[src/hdl/assert_macros.svh]
// Assertion macros used by the top-level RTL file.
`ifndef ASSERT_MACROS_SVH
`define ASSERT_MACROS_SVH

// Same-cycle implication, disabled while in reset.
`define HK_ASSERT_IMPLY(label, clk, rst_n, ante, cons) \
  label: assert property (@(posedge clk) disable iff (!rst_n) (ante) |-> (cons)) \
    else $error("hkset assertion failed");

// Next-cycle implication, disabled while in reset.
`define HK_ASSERT_NEXT(label, clk, rst_n, ante, cons) \
  label: assert property (@(posedge clk) disable iff (!rst_n) (ante) |=> (cons)) \
    else $error("hkset assertion failed");

`endif

[src/hdl/hkset_pkg.sv]
// Package: constants and types of the hashed key set.
`default_nettype none
package hkset_pkg;
  localparam int CAPACITY  = 1024;
  localparam int IDX_W     = $clog2(CAPACITY);
  localparam int CNT_W     = IDX_W + 1;
  localparam int KEY_W     = 64;
  localparam int HALF_W    = 32;
  localparam int DEV_W     = 32;
  localparam int INO_W     = 64;
  localparam int MIX_SHIFT = 29;
  localparam int LOAD_NUM  = 7;
  localparam int LOAD_DEN  = 10;
  // an insert is refused once this many keys are held
  localparam int MAX_KEYS_I = (CAPACITY * LOAD_NUM + LOAD_DEN - 1) / LOAD_DEN - 1;

  localparam logic [KEY_W-1:0]  GOLDEN_MULT = 64'h9E37_79B9_7F4A_7C15;
  localparam logic [HALF_W-1:0] GOLDEN_LO   = GOLDEN_MULT[HALF_W-1:0];
  localparam logic [HALF_W-1:0] GOLDEN_HI   = GOLDEN_MULT[KEY_W-1:HALF_W];
  localparam logic [CNT_W-1:0]  MAX_KEYS    = CNT_W'(MAX_KEYS_I);

  typedef logic [KEY_W-1:0] key_t;
  typedef logic [IDX_W-1:0] idx_t;
  typedef logic [CNT_W-1:0] cnt_t;

  typedef struct packed {
    logic found;
    logic inserted;
    logic table_full;
  } result_t;
endpackage
`default_nettype wire

[src/hdl/hkset_keygen.sv]
// Key former: 64-bit golden-ratio multiply over a shared 32x32 multiplier, then mix.
`default_nettype none
module hkset_keygen (
  input  wire logic                      clk,
  input  wire logic                      rst_n,
  input  wire logic                      start,
  input  wire logic [hkset_pkg::DEV_W-1:0] device_id,
  input  wire logic [hkset_pkg::INO_W-1:0] inode_number,
  output logic                           key_valid,
  output hkset_pkg::key_t                key
);
  import hkset_pkg::*;

  localparam logic [2:0] KG_IDLE = 3'd0;
  localparam logic [2:0] KG_LO   = 3'd1;
  localparam logic [2:0] KG_CRH  = 3'd2;
  localparam logic [2:0] KG_CRL  = 3'd3;
  localparam logic [2:0] KG_MIX  = 3'd4;

  logic [2:0]        step_r, step_nxt;
  logic              vld_r, vld_nxt;
  key_t              x_r, acc_r, key_r;
  logic [HALF_W-1:0] crh_r, crl_r;
  logic [HALF_W-1:0] mul_a, mul_b;
  logic [KEY_W-1:0]  prod;
  logic [HALF_W-1:0] hisum;
  key_t              mrg, mixed, key_nxt;

  assign mul_a = (step_r == KG_CRH) ? x_r[KEY_W-1:HALF_W] : x_r[HALF_W-1:0];
  assign mul_b = (step_r == KG_CRL) ? GOLDEN_HI : GOLDEN_LO;
  assign prod  = KEY_W'(mul_a) * KEY_W'(mul_b);

  assign hisum   = crh_r + crl_r;
  assign mrg     = acc_r + {hisum, {HALF_W{1'b0}}};
  assign mixed   = mrg ^ (mrg >> MIX_SHIFT);
  assign key_nxt = (mixed == '0) ? KEY_W'(1) : mixed;

  always_comb begin
    step_nxt = step_r;
    vld_nxt  = 1'b0;
    case (step_r)
      KG_IDLE: if (start) step_nxt = KG_LO;
      KG_LO:   step_nxt = KG_CRH;
      KG_CRH:  step_nxt = KG_CRL;
      KG_CRL:  step_nxt = KG_MIX;
      KG_MIX: begin
        step_nxt = KG_IDLE;
        vld_nxt  = 1'b1;
      end
      default: step_nxt = KG_IDLE;
    endcase
  end

  always_ff @(posedge clk) begin
    if (!rst_n) begin
      step_r <= KG_IDLE;
      vld_r  <= 1'b0;
    end else begin
      step_r <= step_nxt;
      vld_r  <= vld_nxt;
    end
    if (step_r == KG_IDLE && start) begin
      x_r <= {device_id, {HALF_W{1'b0}}} ^ inode_number;
    end
    if (step_r == KG_LO)  acc_r <= prod;
    if (step_r == KG_CRH) crh_r <= prod[HALF_W-1:0];
    if (step_r == KG_CRL) crl_r <= prod[HALF_W-1:0];
    if (step_r == KG_MIX) key_r <= key_nxt;
  end

  assign key_valid = vld_r;
  assign key       = key_r;
endmodule
`default_nettype wire

[config.mk]
export PLATFORM = sky130hd
export DESIGN_NAME = hkset_keygen
export DESIGN_NICKNAME = d
export VERILOG_FILES = /design/src/hdl/assert_macros.svh /design/src/hdl/hkset_pkg.sv /design/src/hdl/hkset_keygen.sv
export SDC_FILE = /design/constraint.sdc
export NUM_CORES = 2
export LEC_CHECK = 0
export BUFFER_PORTS_ARGS = -buffer_cell sky130_fd_sc_hd__buf_2
export CAP_MARGIN = 10
export CORE_MARGIN = 2
export CORE_UTILIZATION = 45
export CTS_CLUSTER_DIAMETER = 50
export DETAILED_ROUTE_END_ITERATION = 6
export PLACE_DENSITY = 0.63
export SLEW_MARGIN = 40
export SYNTH_ARGS = -nofsm -noshare
export SYNTH_HDL_FRONTEND = slang
export SYNTH_SLANG_ARGS = --single-unit
[constraint.sdc]
create_clock -name clk -period 29.6 [get_ports clk]
set_input_delay 2.96 -clock clk [delete_from_list [all_inputs] [get_ports clk]]
set_output_delay 2.96 -clock clk [all_outputs]
set_load 0.1 [all_outputs]
# Word level (Yosys, flattened, before mapping)
# Index checks and enable logic that the tools add are counted.
# classes
n_reduce_logical	3
n_mux	5
n_eq_ne	5
n_bitwise	2
add_sub_neg	2
multipliers	1
# op_table
cell	count
64-bit adder	1
64-bit logical NOT	1
32-bit by 32-bit multiplier with 64-bit output	1
32-bit two-way mux	2
64-bit by 35-bit XOR with 64-bit output	1
64-bit XOR	1
32-bit adder	1
3-bit case mux with 4 select lines	1
3-bit by 2-bit equality test with 1-bit output (second input constant)	2
3-bit by 1-bit equality test with 1-bit output (second input constant)	1
3-bit equality test (second input constant)	1
3-bit logical NOT	1
3-bit two-way mux	1
2-bit inequality test (second input constant)	1
1-bit logical AND	1
1-bit two-way mux	1
# totals
regBits	260
out_inout_bits	65
inputBits	99
word_cells	25

# Logic depth before layout (Yosys ltp)
# depth
depth_word	4
ltp_mapped	35
ltp_nobuf	32

# Worst setup path before layout
# No wires, ideal clock.
# synth_timing
path_type	reg2reg
from	register step_r[1]
to	register acc_r[50], data pin
slack_ns	18.917
synth_period_minus_slack_ns	10.683
stages_incl_launch_ff	34
required_time_ns	29.341
setup_ns	0.259
n_path_buf	5
arrival_ns	10.423
path_cell_list	dfxtp_1 clkbuf_1 nor3b_1 clkbuf_1 clkbuf_1 buf_1 mux2i_1 inv_1 nand2_1 inv_1 fa_1 ha_1 fa_1 inv_1 fa_1 inv_1 fa_1 fa_1 fa_1 inv_1 fa_1 inv_1 ha_1 clkbuf_1 a2111oi_0 o21ai_1 a41o_1 or4_1 o211a_1 o311a_1 a211oi_1 o31ai_1 a21oi_1 xnor2_1
# synth_between
elab_chain_cells	3
elab_cells_between_ends	5
cone_classes	mul: 1; eq/ne: 2; mux: 2
# synth_rtl
item	line_no	rtl
start, declared	hkset_keygen.sv:20	logic [2:0] step_r, step_nxt;
start signal, assigned	hkset_keygen.sv:59	step_r <= step_nxt;
3-bit by 2-bit equality test with 1-bit output, on equally long branches	hkset_keygen.sv:29, hkset_keygen.sv:30	
32-bit two-way mux, on equally long branches	hkset_keygen.sv:29, hkset_keygen.sv:30	
32-bit by 32-bit multiplier with 64-bit output (*)	hkset_keygen.sv:31	assign prod = KEY_W'(mul_a) * KEY_W'(mul_b);
named net prod[50]	hkset_keygen.sv:25	logic [KEY_W-1:0] prod;
end signal, assigned	hkset_keygen.sv:65	if (step_r == KG_LO) acc_r <= prod;
end, declared	hkset_keygen.sv:22	key_t x_r, acc_r, key_r;
# Mark *: on every way through the listed nets, which the timed path passes. The rest lies on a longest branch.
# A chain may end at the register's enable or synchronous reset.

# Final worst setup path
# Same ends and word-level chain as after synthesis.

==> impl.org <==
** Logic synthesis
- YS warnings :: 0
- Top-area cell type share of the netlist area :: 30.8%
- After synthesis, the cell types taking the most area are fa_1 31%, edfxtp_1 21%, ha_1 16%.
- Mean post-synth cell area :: 10.2 µm²
- Cells after synthesis :: 3649
- Yosys mapped the design onto 75 distinct sky130hd cell types.
- Synthesis inferred 260 register bits.
- Yosys instantiated no cell more often than inv_1.
- The synthesized design contains 256 enable-type register cells.
- Summing the sequential cell areas from Yosys gives 20.8% of the chip area.
- Dominant register cell in the synthesized netlist :: edfxtp_1
- Cell type contributing the most total cell area after synthesis :: fa_1
- Counting instances in the post-synthesis netlist gives the leading cell types as 862 x inv_1, 575 x fa_1, 492 x ha_1.
- Mapped Area :: 0.0373 mm²
- After synthesis, the share of flip-flops with an asynchronous set or reset is 0%.

** Detailed routing
- Post-DRT Antenna Nets :: 0
- DRC violations left :: 0
- Iteration-0 DRC count of the detailed router :: 1613
- Vias/cell :: 5.20
- Across all layers, the routed design uses 25.5k vias.
- Before antenna repair, the detailed router went through 6 iterations.
- After detailed routing, the average wire length per cell comes to 21.2 µm.
- After detailed routing, the total wire length is 104000 µm.

** Global routing
- Number of antenna violations at the first check in global routing :: 0
- The first global-routing pass estimated 156000 µm of wire.
- For this run, the total global-route usage over all layers was measured as 24.6%.
- Largest net degree at the start of global routing :: 79
- Global routing finished with a remaining overflow of 0.
- Number of global-route vias before repair :: 26.3k

** Layout
- The count of cells in the finished layout, fillers not included, comes to 4905.
- The number of antenna diodes in the final layout is 0.
- The final layout contains 4973 nets.
- After routing the design area is 0.0406 mm².
- Fraction of final layout cells sized beyond drive strength 1 :: 7.38%
- Growth of design area from synthesis to finish :: 8.82%

** CTS
- Clock transition at the registers of the reported paths :: 0.06 ns
- The cell sitting at the root of the clock tree is a clkbuf_16.
- TritonCTS built the clock tree.
- CTS built an H-tree with a depth of 2.
- In this run, post-CTS repair resized a total of 0 instances.
- Counting along the longest clock path gives a buffer depth of 3.
- Sinks on Clock Net :: 260
- At the later pin of the worst-skew pair, clock insertion delay measures 0.57 ns.
- Post-CTS Repair Setup Buffers :: 0
- For this design, the CTS-stage hold fixing added 0 buffers.
- The number of clock buffers added by TritonCTS is 36.

** Timing
- Setup violations remaining at the end of the flow were counted as 0.
- The final number of hold-violating endpoints was 0.
- Measured against its own limit, the worst slew margin works out to 45.8%.
- At the pin with the least slew margin, the transition time is 0.813 ns.
- Tightest hold margin :: 0.588 ns
- The worst path in the final design needs a cycle of 10.04 ns, including I/O delays and setup.
- Summed over all failing endpoints, the final setup total negative slack is 0 ns.
- The final-report max-slew violation count came to 0.
- Dividing the final minimum period by the clock period gives 33.9%.
- For this run, the top clock speed supported by timing is 99.6 MHz.
- Layout Skew :: 0.0272 ns
- Setup repair after global routing left no endpoint under its margin.

** Run
- Across the run, the number of max-cap violations was 0.

** Place
- Post-place instance area :: 0.0394 mm²
- The congestion estimate from routability-driven global placement came to 0.979.
- Placed Cells :: 4838
- The wire-length estimate of the detail-placed layout is 90700 µm.
- During placement, the flow inserted port buffers numbering 163.

** Setup path
- Register-to-Register Path Depth :: 31
- The endpoint identified for the worst register-to-register timing path is acc_r[50]$_DFFE_PP_.
- Biggest cell delay along the critical path :: 0.71 ns
- Worst EP required :: 29.92 ns
- STA classifies the critical path endpoint as a register.
- Among all stages on the critical path, the largest delay is contributed by buf_4.
- Startpoint class of the critical path :: register
- Start of the worst register-to-register path :: step_r[1]$_SDFFE_PN0P_
- Critical path peak fanout :: 78
- In this design, the critical path's most frequently occurring cell is fa_1.
- The worst setup path is of the reg -> reg kind.
- At the worst endpoint, the arrival time is 10.36 ns.
- For flop-to-flop paths, the worst setup slack is 19.56 ns.

** Hold path
- The worst hold path begins at acc_r[25]$_DFFE_PP_.
- Endpoint, Worst Hold :: key[25]$_SDFFCE_PN0P_
- Hold/Removal Path Class :: reg -> reg
- Counting instances, the worst hold path has a depth of 1.

** Die
- The die covers 0.0853 mm².
- After floorplanning, the core was divided into 105 placement rows.
- Horizontal die dimension :: 292 µm
- 164 I/O pins were placed.
- Die height :: 292 µm
- Initial core utilization :: 45.5%
- The region available for standard cell placement spans 0.0821 mm².

** Outcome
- The flow ran to the end, and the final reports show no timing, DRC or antenna violations.
==> worst max-delay path: cells and delay by family (launching register included) <==
family / cells / cell delay (ns)
adder cells (fa/ha/maj): 9 / 3.92
AO/OA/AOI/OAI: 10 / 2.37
buffers and inverters: 8 / 2.02
AND/OR/NAND/NOR: 3 / 0.81
flip-flops: 1 / 0.48
XOR/XNOR: 1 / 0.08
==> sequential cells by signal, indices dropped and copies added (netlist names) <==
name and cells:
acc_r 64, crh_r 32, crl_r 32, key 64, key_valid 1, step_r 3, x_r 64
==> area by class of cell <==
class | count | area (µm²)
fillers | 7637 | 41500
flip-flops and latches | 260 | 7770
repair buffers | 184 | 986
inverters | 873 | 3280
clock inverters | 27 | 251
clock buffers | 39 | 912
well taps | 1070 | 1340
multi-input cells | 2452 | 26100
==> metal layers <==
layer / wire (µm) / part of all wire, % / vias to the layer above / track usage [%]
met5: 0 / 0 / - / 0
met4: 4080 / 3.9 / 0 / 8.69
met3: 6900 / 6.6 / 156 / 4.87
met2: 48700 / 47 / 833 / 40.2
met1: 44100 / 42 / 12600 / 32.5
li1: - / - / 12000 / -
==> cell usage in the layout, fill, tap and decap left out, drive strengths merged, types with 97 or more instances in the layout <==
cell / synthesis / layout
a21oi: 159 / 159
buf: 16 / 184
edfxtp: 256 / 256
fa: 575 / 575
ha: 492 / 492
inv: 871 / 880
nand2: 211 / 211
nor2: 177 / 177
o21ai: 116 / 116
xnor2: 139 / 139
xor2: 97 / 97
==> cells by family (layout without fill, tap and decap cells) <==
logic type      count (synthesis)  count (layout)  synth area share [%]
fa+ha+maj                    1067            1067                  47.3
xor+xnor                      236             236                  5.61
other cells                     2              34                0.0201
buf+inv                       969            1123                  9.76
compound gates                496             496                  8.29
flops                         260             260                  20.8
mux                            35              35                 0.978
simple gates                  584             584                  7.23
==> per-stage QoR <==
step                setup slack, ns  utilization, %
floorplan                     18.92               -
global placement              19.35            48.0
detailed placement            19.64            48.0
CTS                           19.63            49.5
global route                  19.20            49.5
finish                        19.56            49.5
==> worst max-delay path by stage <==
stage                                      start                  end  slack [ns]  depth (start not counted)
after floorplan           step_r[1]$_SDFFE_PN0P_  acc_r[50]$_DFFE_PP_       18.92                         33
after global placement    step_r[1]$_SDFFE_PN0P_  acc_r[50]$_DFFE_PP_       19.35                         29
after detailed placement  step_r[1]$_SDFFE_PN0P_  acc_r[50]$_DFFE_PP_       19.64                         31
after CTS                 step_r[1]$_SDFFE_PN0P_  acc_r[50]$_DFFE_PP_       19.63                         31
after global routing      step_r[1]$_SDFFE_PN0P_  acc_r[50]$_DFFE_PP_       19.20                         32
final                     step_r[1]$_SDFFE_PN0P_  acc_r[50]$_DFFE_PP_       19.56                         31
Power is left out: the tool's default activity adds up to more than one toggle a clock period on the data nets, which glitch-free logic cannot reach.
